--- src/hw/rtl/bbc_pkg.sv ---
// Shared constants, register map and types for the Butterworth biquad cascade.
`default_nettype none

package bbc_pkg;

   // Structural constants
   localparam int SECTIONS    = 2;
   localparam int SAMPLE_BITS = 24;

   // Fixed field widths
   localparam int IN_BITS   = 24;
   localparam int OUT_BITS  = 24;
   localparam int COEF_BITS = 24;
   localparam int COEF_FRAC = 21;

   // Derived datapath widths
   localparam int SECT_BITS = (SECTIONS > 1) ? $clog2(SECTIONS) : 1;
   localparam int PROD_BITS = COEF_BITS + SAMPLE_BITS;
   localparam int ACC_BITS  = PROD_BITS + 4;
   localparam int RND_BITS  = ACC_BITS - COEF_FRAC;
   localparam int WIDE_BITS = ((SAMPLE_BITS > IN_BITS) ? SAMPLE_BITS : IN_BITS) + 1;

   // Multiply-accumulate steps of one section
   localparam int STEP_BITS = 3;
   localparam logic [STEP_BITS-1:0] OP_X0 = 3'd0;  // a0 * x
   localparam logic [STEP_BITS-1:0] OP_X1 = 3'd1;  // a1 * x1, a1 = 2*a0, negated in high-pass mode
   localparam logic [STEP_BITS-1:0] OP_X2 = 3'd2;  // a2 * x2, a2 = a0
   localparam logic [STEP_BITS-1:0] OP_Y1 = 3'd3;  // b1 * y1
   localparam logic [STEP_BITS-1:0] OP_Y2 = 3'd4;  // b2 * y2

   // Register map
   localparam int REG_COUNT = 7;
   localparam int REG_BITS  = $clog2(REG_COUNT);
   localparam int ADDR_BITS = REG_BITS + 2;
   localparam int DATA_BITS = 32;
   localparam logic [REG_BITS-1:0] REG_GAIN_FIRST  = 3'd0;
   localparam logic [REG_BITS-1:0] REG_FB1_FIRST   = 3'd1;
   localparam logic [REG_BITS-1:0] REG_FB2_FIRST   = 3'd2;
   localparam logic [REG_BITS-1:0] REG_GAIN_SECOND = 3'd3;
   localparam logic [REG_BITS-1:0] REG_FB1_SECOND  = 3'd4;
   localparam logic [REG_BITS-1:0] REG_FB2_SECOND  = 3'd5;
   localparam logic [REG_BITS-1:0] REG_HIGHPASS    = 3'd6;

   // Control that travels with a product into the accumulator
   typedef struct packed {
      logic valid;
      logic first;
      logic shl;
      logic neg;
   } op_ctl_type;

endpackage

`default_nettype wire

--- src/hw/rtl/bbc_if.sv ---
// Stream interfaces for the sample and result channels.
`default_nettype none

interface bbc_req_if import bbc_pkg::*; ();
   logic                      valid;
   logic                      ready;
   logic signed [IN_BITS-1:0] sample_in;
   logic                      start_of_trace;

   modport source (output valid, output sample_in, output start_of_trace, input ready);
   modport sink   (input valid, input sample_in, input start_of_trace, output ready);
endinterface

interface bbc_rsp_if import bbc_pkg::*; ();
   logic                       valid;
   logic                       ready;
   logic signed [OUT_BITS-1:0] sample_out;
   logic                       saturated;

   modport source (output valid, output sample_out, output saturated, input ready);
   modport sink   (input valid, input sample_out, input saturated, output ready);
endinterface

`default_nettype wire

--- src/hw/rtl/butterworth_biquad_cascade_core.sv ---
// Two-section direct form I biquad cascade on one shared multiply-accumulate unit.
//
//   channel   dir  handshake        payload
//   req_chan  in   valid/ready      sample_in[23:0] signed, start_of_trace
//   rsp_chan  out  valid/ready      sample_out[23:0] signed, saturated
//   csr_*     in   APB write/read   7 registers at byte address 4*i, 32-bit data
//
// Each section runs 5 multiplies, 1 accumulate drain and 1 round/saturate step
// on the single multiplier, for both sections in turn. The next beat is taken
// only back in idle, so a sample is fully done before the next is accepted.
// reset is synchronous, active high; it clears coefficients and histories.
// A result waits in the output register; if it is still held when the next
// one is done, the sequencer waits until the output register frees up.
`default_nettype none

module butterworth_biquad_cascade_core import bbc_pkg::*; (
   input  wire logic                 clock,
   input  wire logic                 reset,
   bbc_req_if.sink                   req_chan,
   bbc_rsp_if.source                 rsp_chan,
   input  wire logic                 csr_psel,
   input  wire logic                 csr_penable,
   input  wire logic                 csr_pwrite,
   input  wire logic [ADDR_BITS-1:0] csr_paddr,
   input  wire logic [DATA_BITS-1:0] csr_pwdata,
   output logic      [DATA_BITS-1:0] csr_prdata,
   output logic                      csr_pready
);

   localparam logic [2:0] ST_IDLE  = 3'd0;
   localparam logic [2:0] ST_MAC   = 3'd1;
   localparam logic [2:0] ST_DRAIN = 3'd2;
   localparam logic [2:0] ST_ROUND = 3'd3;
   localparam logic [2:0] ST_OUT   = 3'd4;

   localparam logic signed [WIDE_BITS-1:0] IN_MAX =
      WIDE_BITS'((64'sd1 <<< (SAMPLE_BITS - 1)) - 64'sd1);
   localparam logic signed [WIDE_BITS-1:0] IN_MIN = ~IN_MAX;
   localparam logic signed [RND_BITS-1:0] RND_MAX =
      RND_BITS'((64'sd1 <<< (SAMPLE_BITS - 1)) - 64'sd1);
   localparam logic signed [RND_BITS-1:0] RND_MIN = ~RND_MAX;
   localparam logic signed [ACC_BITS-1:0] RND_HALF =
      ACC_BITS'(64'sd1 <<< (COEF_FRAC - 1));

   // Configuration registers
   logic signed [COEF_BITS-1:0] gain_ff [2];
   logic signed [COEF_BITS-1:0] fb1_ff  [2];
   logic signed [COEF_BITS-1:0] fb2_ff  [2];
   logic                        hp_ff;

   // Sequencer
   logic [2:0]           state_ff, state_in;
   logic [STEP_BITS-1:0] step_ff, step_in;
   logic [SECT_BITS-1:0] sect_ff, sect_in;

   // Datapath
   logic signed [SAMPLE_BITS-1:0] cur_x_ff, cur_x_in;
   logic                          sat_ff, sat_in;
   logic signed [PROD_BITS-1:0]   prod_ff, prod_in;
   op_ctl_type                    op_ff, op_in;
   logic signed [ACC_BITS-1:0]    acc_ff, acc_in;

   logic signed [SAMPLE_BITS-1:0] x_hist_ff [SECTIONS][2];
   logic signed [SAMPLE_BITS-1:0] x_hist_in [SECTIONS][2];
   logic signed [SAMPLE_BITS-1:0] y_hist_ff [SECTIONS][2];
   logic signed [SAMPLE_BITS-1:0] y_hist_in [SECTIONS][2];

   // Output register
   logic                          rsp_valid_ff, rsp_valid_in;
   logic signed [SAMPLE_BITS-1:0] rsp_sample_ff, rsp_sample_in;
   logic                          rsp_sat_ff, rsp_sat_in;

   logic                          req_fire;
   logic                          csr_write;
   logic [REG_BITS-1:0]           csr_index;
   logic signed [WIDE_BITS-1:0]   in_wide;
   logic signed [SAMPLE_BITS-1:0] in_clip;
   logic signed [COEF_BITS-1:0]   coef_sel;
   logic signed [SAMPLE_BITS-1:0] opnd_sel;
   logic signed [ACC_BITS-1:0]    term;
   logic signed [ACC_BITS-1:0]    rnd_sum;
   logic signed [RND_BITS-1:0]    rnd_val;
   logic signed [SAMPLE_BITS-1:0] y_val;
   logic                          y_clip;
   logic                          last_sect;
   logic                          rsp_free;
   logic                          load_rsp;

   // ---------------------------------------------------------------- CSR

   assign csr_pready = 1'b1;
   assign csr_index  = csr_paddr[ADDR_BITS-1:2];
   assign csr_write  = csr_psel && csr_penable && csr_pwrite && csr_pready;

   always_ff @(posedge clock) begin
      if (reset) begin
         gain_ff <= '{default: '0};
         fb1_ff  <= '{default: '0};
         fb2_ff  <= '{default: '0};
         hp_ff   <= 1'b0;
      end else if (csr_write) begin
         case (csr_index)
            REG_GAIN_FIRST:  gain_ff[0] <= csr_pwdata[COEF_BITS-1:0];
            REG_FB1_FIRST:   fb1_ff[0]  <= csr_pwdata[COEF_BITS-1:0];
            REG_FB2_FIRST:   fb2_ff[0]  <= csr_pwdata[COEF_BITS-1:0];
            REG_GAIN_SECOND: gain_ff[1] <= csr_pwdata[COEF_BITS-1:0];
            REG_FB1_SECOND:  fb1_ff[1]  <= csr_pwdata[COEF_BITS-1:0];
            REG_FB2_SECOND:  fb2_ff[1]  <= csr_pwdata[COEF_BITS-1:0];
            REG_HIGHPASS:    hp_ff      <= csr_pwdata[0];
            default: ;
         endcase
      end
   end

   always_comb begin
      case (csr_index)
         REG_GAIN_FIRST:  csr_prdata = DATA_BITS'(gain_ff[0]);
         REG_FB1_FIRST:   csr_prdata = DATA_BITS'(fb1_ff[0]);
         REG_FB2_FIRST:   csr_prdata = DATA_BITS'(fb2_ff[0]);
         REG_GAIN_SECOND: csr_prdata = DATA_BITS'(gain_ff[1]);
         REG_FB1_SECOND:  csr_prdata = DATA_BITS'(fb1_ff[1]);
         REG_FB2_SECOND:  csr_prdata = DATA_BITS'(fb2_ff[1]);
         REG_HIGHPASS:    csr_prdata = {{(DATA_BITS-1){1'b0}}, hp_ff};
         default:         csr_prdata = '0;
      endcase
   end

   // ---------------------------------------------------------- handshake

   assign req_chan.ready      = (state_ff == ST_IDLE);
   assign req_fire            = req_chan.valid && req_chan.ready;
   assign rsp_chan.valid      = rsp_valid_ff;
   assign rsp_chan.sample_out = OUT_BITS'(rsp_sample_ff);
   assign rsp_chan.saturated  = rsp_sat_ff;

   // Input range clip for narrow sample widths; does not flag saturation
   always_comb begin
      in_wide = WIDE_BITS'(req_chan.sample_in);
      if (in_wide > IN_MAX) begin
         in_clip = SAMPLE_BITS'(IN_MAX);
      end else if (in_wide < IN_MIN) begin
         in_clip = SAMPLE_BITS'(IN_MIN);
      end else begin
         in_clip = SAMPLE_BITS'(in_wide);
      end
   end

   // ---------------------------------------------------- shared MAC unit

   always_comb begin
      coef_sel = gain_ff[sect_ff];
      opnd_sel = cur_x_ff;
      op_in    = '0;
      case (step_ff)
         OP_X0: begin
            opnd_sel = cur_x_ff;
         end
         OP_X1: begin
            opnd_sel  = x_hist_ff[sect_ff][0];
            op_in.shl = 1'b1;
            op_in.neg = hp_ff;
         end
         OP_X2: begin
            opnd_sel = x_hist_ff[sect_ff][1];
         end
         OP_Y1: begin
            coef_sel  = fb1_ff[sect_ff];
            opnd_sel  = y_hist_ff[sect_ff][0];
            op_in.neg = !hp_ff;
         end
         OP_Y2: begin
            coef_sel  = fb2_ff[sect_ff];
            opnd_sel  = y_hist_ff[sect_ff][1];
            op_in.neg = 1'b1;
         end
         default: ;
      endcase
      op_in.valid = (state_ff == ST_MAC);
      op_in.first = (step_ff == OP_X0);
      prod_in     = PROD_BITS'(coef_sel) * PROD_BITS'(opnd_sel);
   end

   always_comb begin
      term = op_ff.shl ? (ACC_BITS'(prod_ff) <<< 1) : ACC_BITS'(prod_ff);
      if (op_ff.valid) begin
         acc_in = (op_ff.first ? '0 : acc_ff) + (op_ff.neg ? -term : term);
      end else begin
         acc_in = acc_ff;
      end
   end

   // Round half up, then clip to the sample range
   always_comb begin
      rnd_sum = acc_ff + RND_HALF;
      rnd_val = RND_BITS'(rnd_sum >>> COEF_FRAC);
      y_clip  = (rnd_val > RND_MAX) || (rnd_val < RND_MIN);
      if (rnd_val > RND_MAX) begin
         y_val = SAMPLE_BITS'(RND_MAX);
      end else if (rnd_val < RND_MIN) begin
         y_val = SAMPLE_BITS'(RND_MIN);
      end else begin
         y_val = SAMPLE_BITS'(rnd_val);
      end
   end

   // ---------------------------------------------------------- sequencer

   assign last_sect = (sect_ff == SECT_BITS'(SECTIONS - 1));
   assign rsp_free  = !rsp_valid_ff || rsp_chan.ready;

   always_comb begin
      state_in      = state_ff;
      step_in       = step_ff;
      sect_in       = sect_ff;
      cur_x_in      = cur_x_ff;
      sat_in        = sat_ff;
      x_hist_in     = x_hist_ff;
      y_hist_in     = y_hist_ff;
      load_rsp      = 1'b0;
      rsp_sample_in = rsp_sample_ff;
      rsp_sat_in    = rsp_sat_ff;

      case (state_ff)
         ST_IDLE: begin
            if (req_fire) begin
               state_in = ST_MAC;
               step_in  = OP_X0;
               sect_in  = '0;
               cur_x_in = in_clip;
               sat_in   = 1'b0;
               if (req_chan.start_of_trace) begin
                  for (int s = 0; s < SECTIONS; s++) begin
                     x_hist_in[s] = '{default: '0};
                     y_hist_in[s] = '{default: '0};
                  end
               end
            end
         end
         ST_MAC: begin
            if (step_ff == OP_Y2) begin
               state_in = ST_DRAIN;
            end else begin
               step_in = step_ff + 1'b1;
            end
         end
         ST_DRAIN: begin
            state_in = ST_ROUND;
         end
         ST_ROUND: begin
            x_hist_in[sect_ff][1] = x_hist_ff[sect_ff][0];
            x_hist_in[sect_ff][0] = cur_x_ff;
            y_hist_in[sect_ff][1] = y_hist_ff[sect_ff][0];
            y_hist_in[sect_ff][0] = y_val;
            cur_x_in = y_val;
            sat_in   = sat_ff || y_clip;
            if (!last_sect) begin
               state_in = ST_MAC;
               step_in  = OP_X0;
               sect_in  = sect_ff + 1'b1;
            end else if (rsp_free) begin
               state_in      = ST_IDLE;
               load_rsp      = 1'b1;
               rsp_sample_in = y_val;
               rsp_sat_in    = sat_ff || y_clip;
            end else begin
               state_in = ST_OUT;
            end
         end
         ST_OUT: begin
            if (rsp_free) begin
               state_in      = ST_IDLE;
               load_rsp      = 1'b1;
               rsp_sample_in = cur_x_ff;
               rsp_sat_in    = sat_ff;
            end
         end
         default: begin
            state_in = ST_IDLE;
         end
      endcase

      if (load_rsp) begin
         rsp_valid_in = 1'b1;
      end else if (rsp_chan.ready) begin
         rsp_valid_in = 1'b0;
      end else begin
         rsp_valid_in = rsp_valid_ff;
      end
   end

   always_ff @(posedge clock) begin
      if (reset) begin
         state_ff     <= ST_IDLE;
         step_ff      <= OP_X0;
         sect_ff      <= '0;
         op_ff        <= '0;
         rsp_valid_ff <= 1'b0;
         for (int s = 0; s < SECTIONS; s++) begin
            x_hist_ff[s] <= '{default: '0};
            y_hist_ff[s] <= '{default: '0};
         end
      end else begin
         state_ff     <= state_in;
         step_ff      <= step_in;
         sect_ff      <= sect_in;
         op_ff        <= op_in;
         rsp_valid_ff <= rsp_valid_in;
         x_hist_ff    <= x_hist_in;
         y_hist_ff    <= y_hist_in;
      end
   end

   always_ff @(posedge clock) begin
      cur_x_ff      <= cur_x_in;
      sat_ff        <= sat_in;
      prod_ff       <= prod_in;
      acc_ff        <= acc_in;
      rsp_sample_ff <= rsp_sample_in;
      rsp_sat_ff    <= rsp_sat_in;
   end

   // ---------------------------------------------------------- assertions

   // an accepted beat always starts with the first section's first multiply
   a_start_seq: assert property (@(posedge clock) disable iff (reset)
      req_fire |=> (state_ff == ST_MAC && step_ff == OP_X0 && sect_ff == '0))
      else $error("sequence did not start at section zero");

   // start of trace leaves zero newest x and y histories for the first section
   a_trace_clear: assert property (@(posedge clock) disable iff (reset)
      req_fire && req_chan.start_of_trace |=>
         (x_hist_ff[0][0] == '0 && y_hist_ff[0][0] == '0))
      else $error("histories not cleared on start of trace");

   // no product still in flight when the sum is rounded
   a_drained: assert property (@(posedge clock) disable iff (reset)
      state_ff == ST_ROUND |-> !op_ff.valid)
      else $error("rounding before accumulator drained");

   // a new result only comes out of the last section's round or the wait state
   a_rsp_src: assert property (@(posedge clock) disable iff (reset)
      $rose(rsp_valid_ff) |->
         ($past(state_ff) == ST_OUT || ($past(state_ff) == ST_ROUND && $past(last_sect))))
      else $error("result raised outside the final step");

endmodule

`default_nettype wire
--- src/flat_wrapper.sv ---
// flat-port wrapper written by rule: the top's interface ports become plain ports
module butterworth_biquad_cascade_core_flat import bbc_pkg::*;
  (clock, reset, csr_psel, csr_penable, csr_pwrite, csr_paddr, csr_pwdata, csr_prdata, csr_pready, req_chan_valid, req_chan_sample_in, req_chan_start_of_trace, req_chan_ready, rsp_chan_valid, rsp_chan_sample_out, rsp_chan_saturated, rsp_chan_ready);
  bbc_req_if req_chan_i ();
  bbc_rsp_if rsp_chan_i ();
  input  wire logic clock;
  input  wire logic reset;
  input  wire logic csr_psel;
  input  wire logic csr_penable;
  input  wire logic csr_pwrite;
  input  wire logic [ADDR_BITS-1:0] csr_paddr;
  input  wire logic [DATA_BITS-1:0] csr_pwdata;
  output logic      [DATA_BITS-1:0] csr_prdata;
  output logic csr_pready;
  input wire logic [$bits(req_chan_i.valid)-1:0] req_chan_valid;
  input wire logic [$bits(req_chan_i.sample_in)-1:0] req_chan_sample_in;
  input wire logic [$bits(req_chan_i.start_of_trace)-1:0] req_chan_start_of_trace;
  output wire logic [$bits(req_chan_i.ready)-1:0] req_chan_ready;
  output wire logic [$bits(rsp_chan_i.valid)-1:0] rsp_chan_valid;
  output wire logic [$bits(rsp_chan_i.sample_out)-1:0] rsp_chan_sample_out;
  output wire logic [$bits(rsp_chan_i.saturated)-1:0] rsp_chan_saturated;
  input wire logic [$bits(rsp_chan_i.ready)-1:0] rsp_chan_ready;
  assign req_chan_i.valid = req_chan_valid;
  assign req_chan_i.sample_in = req_chan_sample_in;
  assign req_chan_i.start_of_trace = req_chan_start_of_trace;
  assign req_chan_ready = req_chan_i.ready;
  assign rsp_chan_valid = rsp_chan_i.valid;
  assign rsp_chan_sample_out = rsp_chan_i.sample_out;
  assign rsp_chan_saturated = rsp_chan_i.saturated;
  assign rsp_chan_i.ready = rsp_chan_ready;
  butterworth_biquad_cascade_core u_core (.clock(clock), .reset(reset), .req_chan(req_chan_i), .rsp_chan(rsp_chan_i), .csr_psel(csr_psel), .csr_penable(csr_penable), .csr_pwrite(csr_pwrite), .csr_paddr(csr_paddr), .csr_pwdata(csr_pwdata), .csr_prdata(csr_prdata), .csr_pready(csr_pready));
endmodule
--- config.mk ---
export PLATFORM = sky130hd
export DESIGN_NAME = butterworth_biquad_cascade_core_flat
export DESIGN_NICKNAME = d
export VERILOG_FILES = /design/src/hw/rtl/bbc_pkg.sv /design/src/hw/rtl/bbc_if.sv /design/src/hw/rtl/butterworth_biquad_cascade_core.sv /design/src/flat_wrapper.sv
export SDC_FILE = /design/constraint.sdc
export NUM_CORES = 2
export LEC_CHECK = 0
export BUFFER_PORTS_ARGS = -buffer_cell sky130_fd_sc_hd__buf_2
export CORE_ASPECT_RATIO = 1.25
export CORE_MARGIN = 4
export CORE_UTILIZATION = 65
export CTS_CLUSTER_SIZE = 10
export DETAILED_ROUTE_END_ITERATION = 12
export PLACE_DENSITY = 0.83
export REMOVE_ABC_BUFFERS = 1
export SLEW_MARGIN = 20
export SYNTH_ARGS = -nofsm -noshare
export SYNTH_HDL_FRONTEND = slang
export SYNTH_SLANG_ARGS = --single-unit
--- constraint.sdc ---
create_clock -name clock -period 11.9 [get_ports clock]
set_clock_uncertainty 0.15 [all_clocks]
set_input_delay 0 -clock clock [delete_from_list [all_inputs] [get_ports clock]]
set_output_delay 0 -clock clock [all_outputs]
set_load 0.03 [all_outputs]
**Yosys cells after proc, flatten, opt, wreduce, memory -nomap -nowiden**

Index checks and enable logic that the tools add are counted.

- Add/sub/neg operators: 5
- Multipliers: 1
- Divide/modulo/power cells: 0
- Magnitude comparators: 6
- Equality and inequality tests: 22
- Shift operators: 0
- Mux-type cells: 68
- Bitwise logic cells: 1
- Reductions and logical operators: 28

Operator list:

| kind | count |
|---|---|
| 24-bit 2-to-1 mux | 18 |
| 96-bit bitwise mux | 4 |
| 48-bit 2-to-1 mux | 8 |
| 96-bit one-hot mux with 2 select lines | 2 |
| 32-bit one-hot mux with 7 select lines | 1 |
| 96-bit 2-to-1 mux | 2 |
| 24-bit one-hot mux with 2 select lines | 3 |
| 52-bit 2-to-1 mux | 2 |
| 48-bit demux with 1-bit select | 2 |
| 24-bit one-hot mux with 4 select lines | 1 |
| 52-bit by 22-bit adder with 52-bit output (second input constant) | 1 |
| 52-bit adder | 1 |
| 52-bit negator | 1 |
| 24-bit by 24-bit multiplier with 48-bit output | 1 |
| 31-bit by 24-bit > comparator with 1-bit output (second input constant) | 1 |
| 31-bit by 24-bit < comparator with 1-bit output (second input constant) | 1 |
| 24-bit > comparator (second input constant) | 1 |
| 24-bit < comparator (second input constant) | 1 |
| 3-bit 2-to-1 mux | 8 |
| 3-bit by 2-bit == test with 1-bit output (second input constant) | 6 |
| 2-bit AND reduction | 8 |
| 3-bit == test (second input constant) | 5 |
| 3-bit one-hot mux with 5 select lines | 1 |
| 1-bit 2-to-1 mux | 10 |
| 19 further kinds | 42 |

- Flip-flop bits (word level): 499
- Latch bits: 0
- RAM bits: 0
- Bits in read-only memories: 0
- Input port bits: 69
- Output and inout bits: 60
- Word-level logic and storage cells: 160
- Memories kept: 0

**Logic depth before layout (Yosys ltp)**

- Depth in word-level cells: 8
- Depth in mapped cells: 37
- Mapped depth without buffers: 32

**Worst setup path before layout**

OpenSTA, ideal clock, no wires.

- Path kind: register -> register
- From: reg u_core.step_ff[0]
- To: reg u_core.prod_ff[46]
- Library setup time: 124 ps
- Arrival time: 8,854 ps
- Required time: 11,626 ps
- Slack: 2,771 ps
- Stages on the path, launching flop included: 34
- Buffers on the path: 7
- Clock period less this slack: 9,129 ps
- Path through: dfxtp_1 -> ha_1 -> ha_1 -> clkbuf_1 -> clkbuf_1 -> buf_1 -> clkbuf_1 -> clkbuf_1 -> a211oi_1 -> a21oi_1 -> clkbuf_1 -> nand2_1 -> fa_1 -> inv_1 -> fa_1 -> inv_1 -> fa_1 -> fa_1 -> inv_1 -> fa_1 -> fa_1 -> inv_1 -> fa_1 -> inv_1 -> ha_1 -> clkbuf_1 -> a21oi_1 -> nand2_1 -> a221o_1 -> a221o_1 -> o21ai_0 -> a21oi_1 -> o211a_1 -> a2111o_1

- Word-level cells in the longest chain between the ends: 3
- Elaborated cells on any way between the ends: 7
- Those cells by class: mul: 1; eq/ne: 4; mux: 2

Ends and longest elaborated chain:

| element | line | text |
|---|---|---|
| from (decl) | butterworth_biquad_cascade_core.sv:53 | `logic [STEP_BITS-1:0] step_ff, step_in;` |
| from (signal assigned) | butterworth_biquad_cascade_core.sv:304 | `step_ff <= step_in;` |
| 3-bit == test, or another cell as far along | butterworth_biquad_cascade_core.sv:154 | `case (step_ff)` |
| 24-bit one-hot mux with 4 select lines or 24-bit one-hot mux with 2 select lines (tied branches) | butterworth_biquad_cascade_core.sv:154 |  |
| 24-bit by 24-bit multiplier with 48-bit output * | butterworth_biquad_cascade_core.sv:180 | `prod_in = PROD_BITS'(coef_sel) * PROD_BITS'(opnd_sel);` |
| via u_core.prod_in[46] | butterworth_biquad_cascade_core.sv:59 | `logic signed [PROD_BITS-1:0] prod_ff, prod_in;` |
| to (signal assigned) | butterworth_biquad_cascade_core.sv:316 | `prod_ff <= prod_in;` |
| to (decl) | butterworth_biquad_cascade_core.sv:59 |  |

The timed path passes the listed nets; every way through them passes the cells marked *.
A chain may end at the register's enable or synchronous reset.

**Worst setup path in the final report**

Ends and elaborated chain as after synthesis.

==> results_dict.tcl <==
set metrics [dict create \
    grt_max_degree 158 \
    final_nets 6345 \
    period_share_pct 85.6 \
    grt_pass1_vias 41735 \
    grt_pass1_wl_um 221000 \
    rr_worst_depth 31 \
    initial_core_util_pct 65.7 \
    cp-endpoint "u_core.prod_ff[46]" \
    antenna_found_initial 0 \
    ys_seq_area_share_pct 23.2 \
    ctsHoldBuffers 60 \
    slowest_delay_ns 0.97 \
    clock_path_buffers 3 \
    grt_usage_pct 35.5 \
    viasPerCell 6.35 \
    grt_busiest_layer "met2" \
    powerDensity_nw_per_um2 116 \
    syn-instance-count 5515 \
    critPathLaunchType "flip-flop" \
    synthAdderAreaFrac_pct 30.7 \
    ff2ff_setup_slack_ns 1.71 \
    synth_cell_types 83 \
    synth.area.mux_share_pct 2.92 \
    fmax_ghz 0.0981 \
    syn_avg_cell_area_um2 8.60 \
    required_ns 12.26 \
    cts_resized 0 \
    p_int_uw 3600 \
    critPathSlowestCell "o21ai_2" \
    synth_top_family_by_area "adder cells" \
    synth_seq_cells 499 \
    rows 110 \
    ys_top_cells_by_count "nand2_1, inv_1, fa_1" \
    crit_arrival_ns 10.55 \
    drive_gt1_share_pct 7.15 \
    cts_sinks 499 \
    io_buffers 117 \
    fp.dieH_um 310 \
    syn_area_um2 47400 \
    ant_nets 0 \
    pwr-share-seq_pct 35.1 \
    cts_tree "built" \
    worstSetupPathType "reg -> reg" \
    cts_made_buffers 58 \
    final_cells 6460 \
    slew_viol_final 0 \
    synthXorXnorAreaFrac_pct 2.68 \
    relSlewSlack_pct 19.3 \
    core-area_um2 72100 \
    dp_hpwl_um 97700 \
    dieArea_um2 77400 \
    synth_compound_area_share_pct 15.3 \
    num_vias 41051 \
    tightest_slew_ns 1.21 \
    synth_area_leaders "fa_1, dfxtp_1, edfxtp_1, nand2_1, inv_1" \
    synth_top_flop_cell "dfxtp_1" \
    hold_path_class "in -> reg" \
    grtUsageMet2_pct 60.8 \
    rsz0062_at_grt "no" \
    timing.rr.start "u_core.step_ff[0]" \
    switchingPower_uw 2270 \
    place.gp.congestion 0.942 \
    clock-root-buffer "clkbuf_16" \
    status "finished, final reports clean" \
    synthToLayoutAreaGrowth_pct 7.25 \
    setup_viol 0 \
    p_clk_share_pct 27.3 \
    drc 0 \
    drt_iter0_markers 4055 \
    overflow 0 \
    period_needed_ns 10.19 \
    worstSetupStartpoint "u_core.step_ff[0]" \
    synth_edf_count 102 \
    wl_per_cell_um 21.4 \
    p_leak_uw 0.0218 \
    synth-simple-area-share_pct 16.7 \
    yosys.area.top_type_share_pct 25.7 \
    combPwrFrac_pct 37.6 \
    place_inst 6308 \
    async_reset_ff_share_pct 0 \
    clock_latency_ns 0.63 \
    crit_fanout 28 \
    crit_path_end_kind "flip-flop" \
    met3_usage_pct 6.29 \
    ir_worst_vdd_uv 132 \
    yosys.area.top_type "fa_1" \
    use_met1_pct 41.6 \
    p_sw_share_pct 38.7 \
    yosysWarnings 0 \
    hold_viol_final 0 \
    reg2reg_to "u_core.prod_ff[46]" \
    post_cts_buffers 0 \
    drv_cap 0 \
    synth_most_common_cell "nand2_1" \
    finalSetupTns_ns 0 \
    dieWidth_um 250 \
    ios 129 \
    htree_levels 2 \
    path_clk_slew_ns 0.06 \
    firstDrtPassIters 9 \
    wirelength_um 138000 \
]
## kinds of logic after synthesis
kind of cell,Yosys count
flip-flops,499
XOR/XNOR,145
AO/OA/AOI/OAI,1093
multiplexers,135
AND/OR/NAND/NOR,1811
other,1
adder cells (fa/ha/maj),800
buffers and inverters,1031
## registers in the layout, indices dropped and copies added (netlist names)
name                        cells
u_core.last_sect                1
u_core.gain_ff                 48
u_core.rsp_chan.sample_out     24
u_core.y_hist_ff               96
u_core.cur_x_ff                24
u_core.fb2_ff                  48
u_core.fb1_ff                  48
u_core.x_hist_ff               96
u_core.sat_ff                   1
u_core.state_ff                 3
u_core.hp_ff                    1
u_core.prod_ff                 48
u_core.rsp_chan.saturated       1
u_core.step_ff                  3
u_core.rsp_chan.valid           1
u_core.acc_ff                  52
u_core.op_ff                    4
## power groups by stage
stage	Sequential (uW)	Combinational [uW]	Clock (uW)
floorplan	2040	1460	0
global placement	2080	2070	0
detailed placement	2090	2120	0
CTS	2050	2150	1610
global route	2070	2400	1690
finish	2060	2210	1600
## worst min-delay path by stage
stage | cells past startpoint | end | startpoint
detailed placement | 3 | u_core.state_ff[2] | rsp_chan_ready
global route | 3 | u_core.cur_x_ff[16] | req_chan_sample_in[16]
global placement | 3 | u_core.cur_x_ff[9] | req_chan_sample_in[9]
finish | 4 | u_core.cur_x_ff[18] | req_chan_sample_in[18]
floorplan | 1 | u_core.fb1_ff[0] | reset
CTS | 4 | u_core.cur_x_ff[18] | req_chan_sample_in[18]
## worst max-delay path, delay by kind of cell, from the launching register on
| family | cells | cell delay, ns |
|---|---|---|
| flip-flops | 1 | 0.41 |
| buffers and inverters | 9 | 1.14 |
| AO/OA/AOI/OAI | 9 | 3.15 |
| adder cells (fa/ha/maj) | 9 | 4.14 |
| AND/OR/NAND/NOR | 4 | 1.03 |
## layer usage
metal / up-vias / share of wire [%]
met3: 688 / 9.5
met2: 2429 / 48
li1: 18078 / -
met4: 0 / 7.7
met5: - / 0
met1: 19856 / 34
## cell usage in the layout, fill, tap and decap left out, types with 25 or more instances in the layout
cell / n
buf_2: 116
xor2_1: 55
dlygate4sd3_1: 60
a311oi_1: 27
fa_1: 608
a21o_1: 55
nand2_1: 765
a31oi_1: 44
edfxtp_1: 102
nand2b_1: 55
nor2b_1: 103
xnor2_1: 90
clkbuf_16: 58
nor2_1: 549
ha_1: 191
or3_1: 25
o211ai_1: 37
nand3_1: 93
o21ai_0: 142
a221oi_1: 25
or2_2: 32
nor3_1: 39
dfxtp_1: 392
a22oi_1: 217
o22ai_1: 33
a211oi_1: 26
and2_1: 52
mux2i_1: 109
inv_1: 672
a221o_1: 68
buf_4: 80
a21oi_1: 295
mux2_2: 26
## cell type report
type / instances / area (um^2)
multi-input cells: 3985 / 32600
clock inverters: 7 / 67.6
diodes: 1 / 2.50
flip-flops and latches: 499 / 11000
inverters: 672 / 2520
fillers: 5386 / 21300
well taps: 952 / 1190
repair buffers: 260 / 1850
clock buffers: 84 / 1580
## per-stage QoR
| stage | util (%) | setup slack [ns] | area, um^2 | power (uW) | hold slack (ns) |
|---|---|---|---|---|---|
| detailed placement | 67.4 | 1.89 | 48600 | 4200 | 0.145 |
| CTS | 70.5 | 1.87 | 50800 | 5820 | 0.0431 |
| global route | 70.5 | 1.43 | 50900 | 6150 | 0.0847 |
| floorplan | - | -1.16 | 46000 | 3500 | -0.0809 |
| finish | 70.5 | 1.71 | 50900 | 5870 | 0.0473 |
| global placement | 67.3 | 2.06 | 48600 | 4150 | 0.139 |
Power figures use the tool's default switching activity.
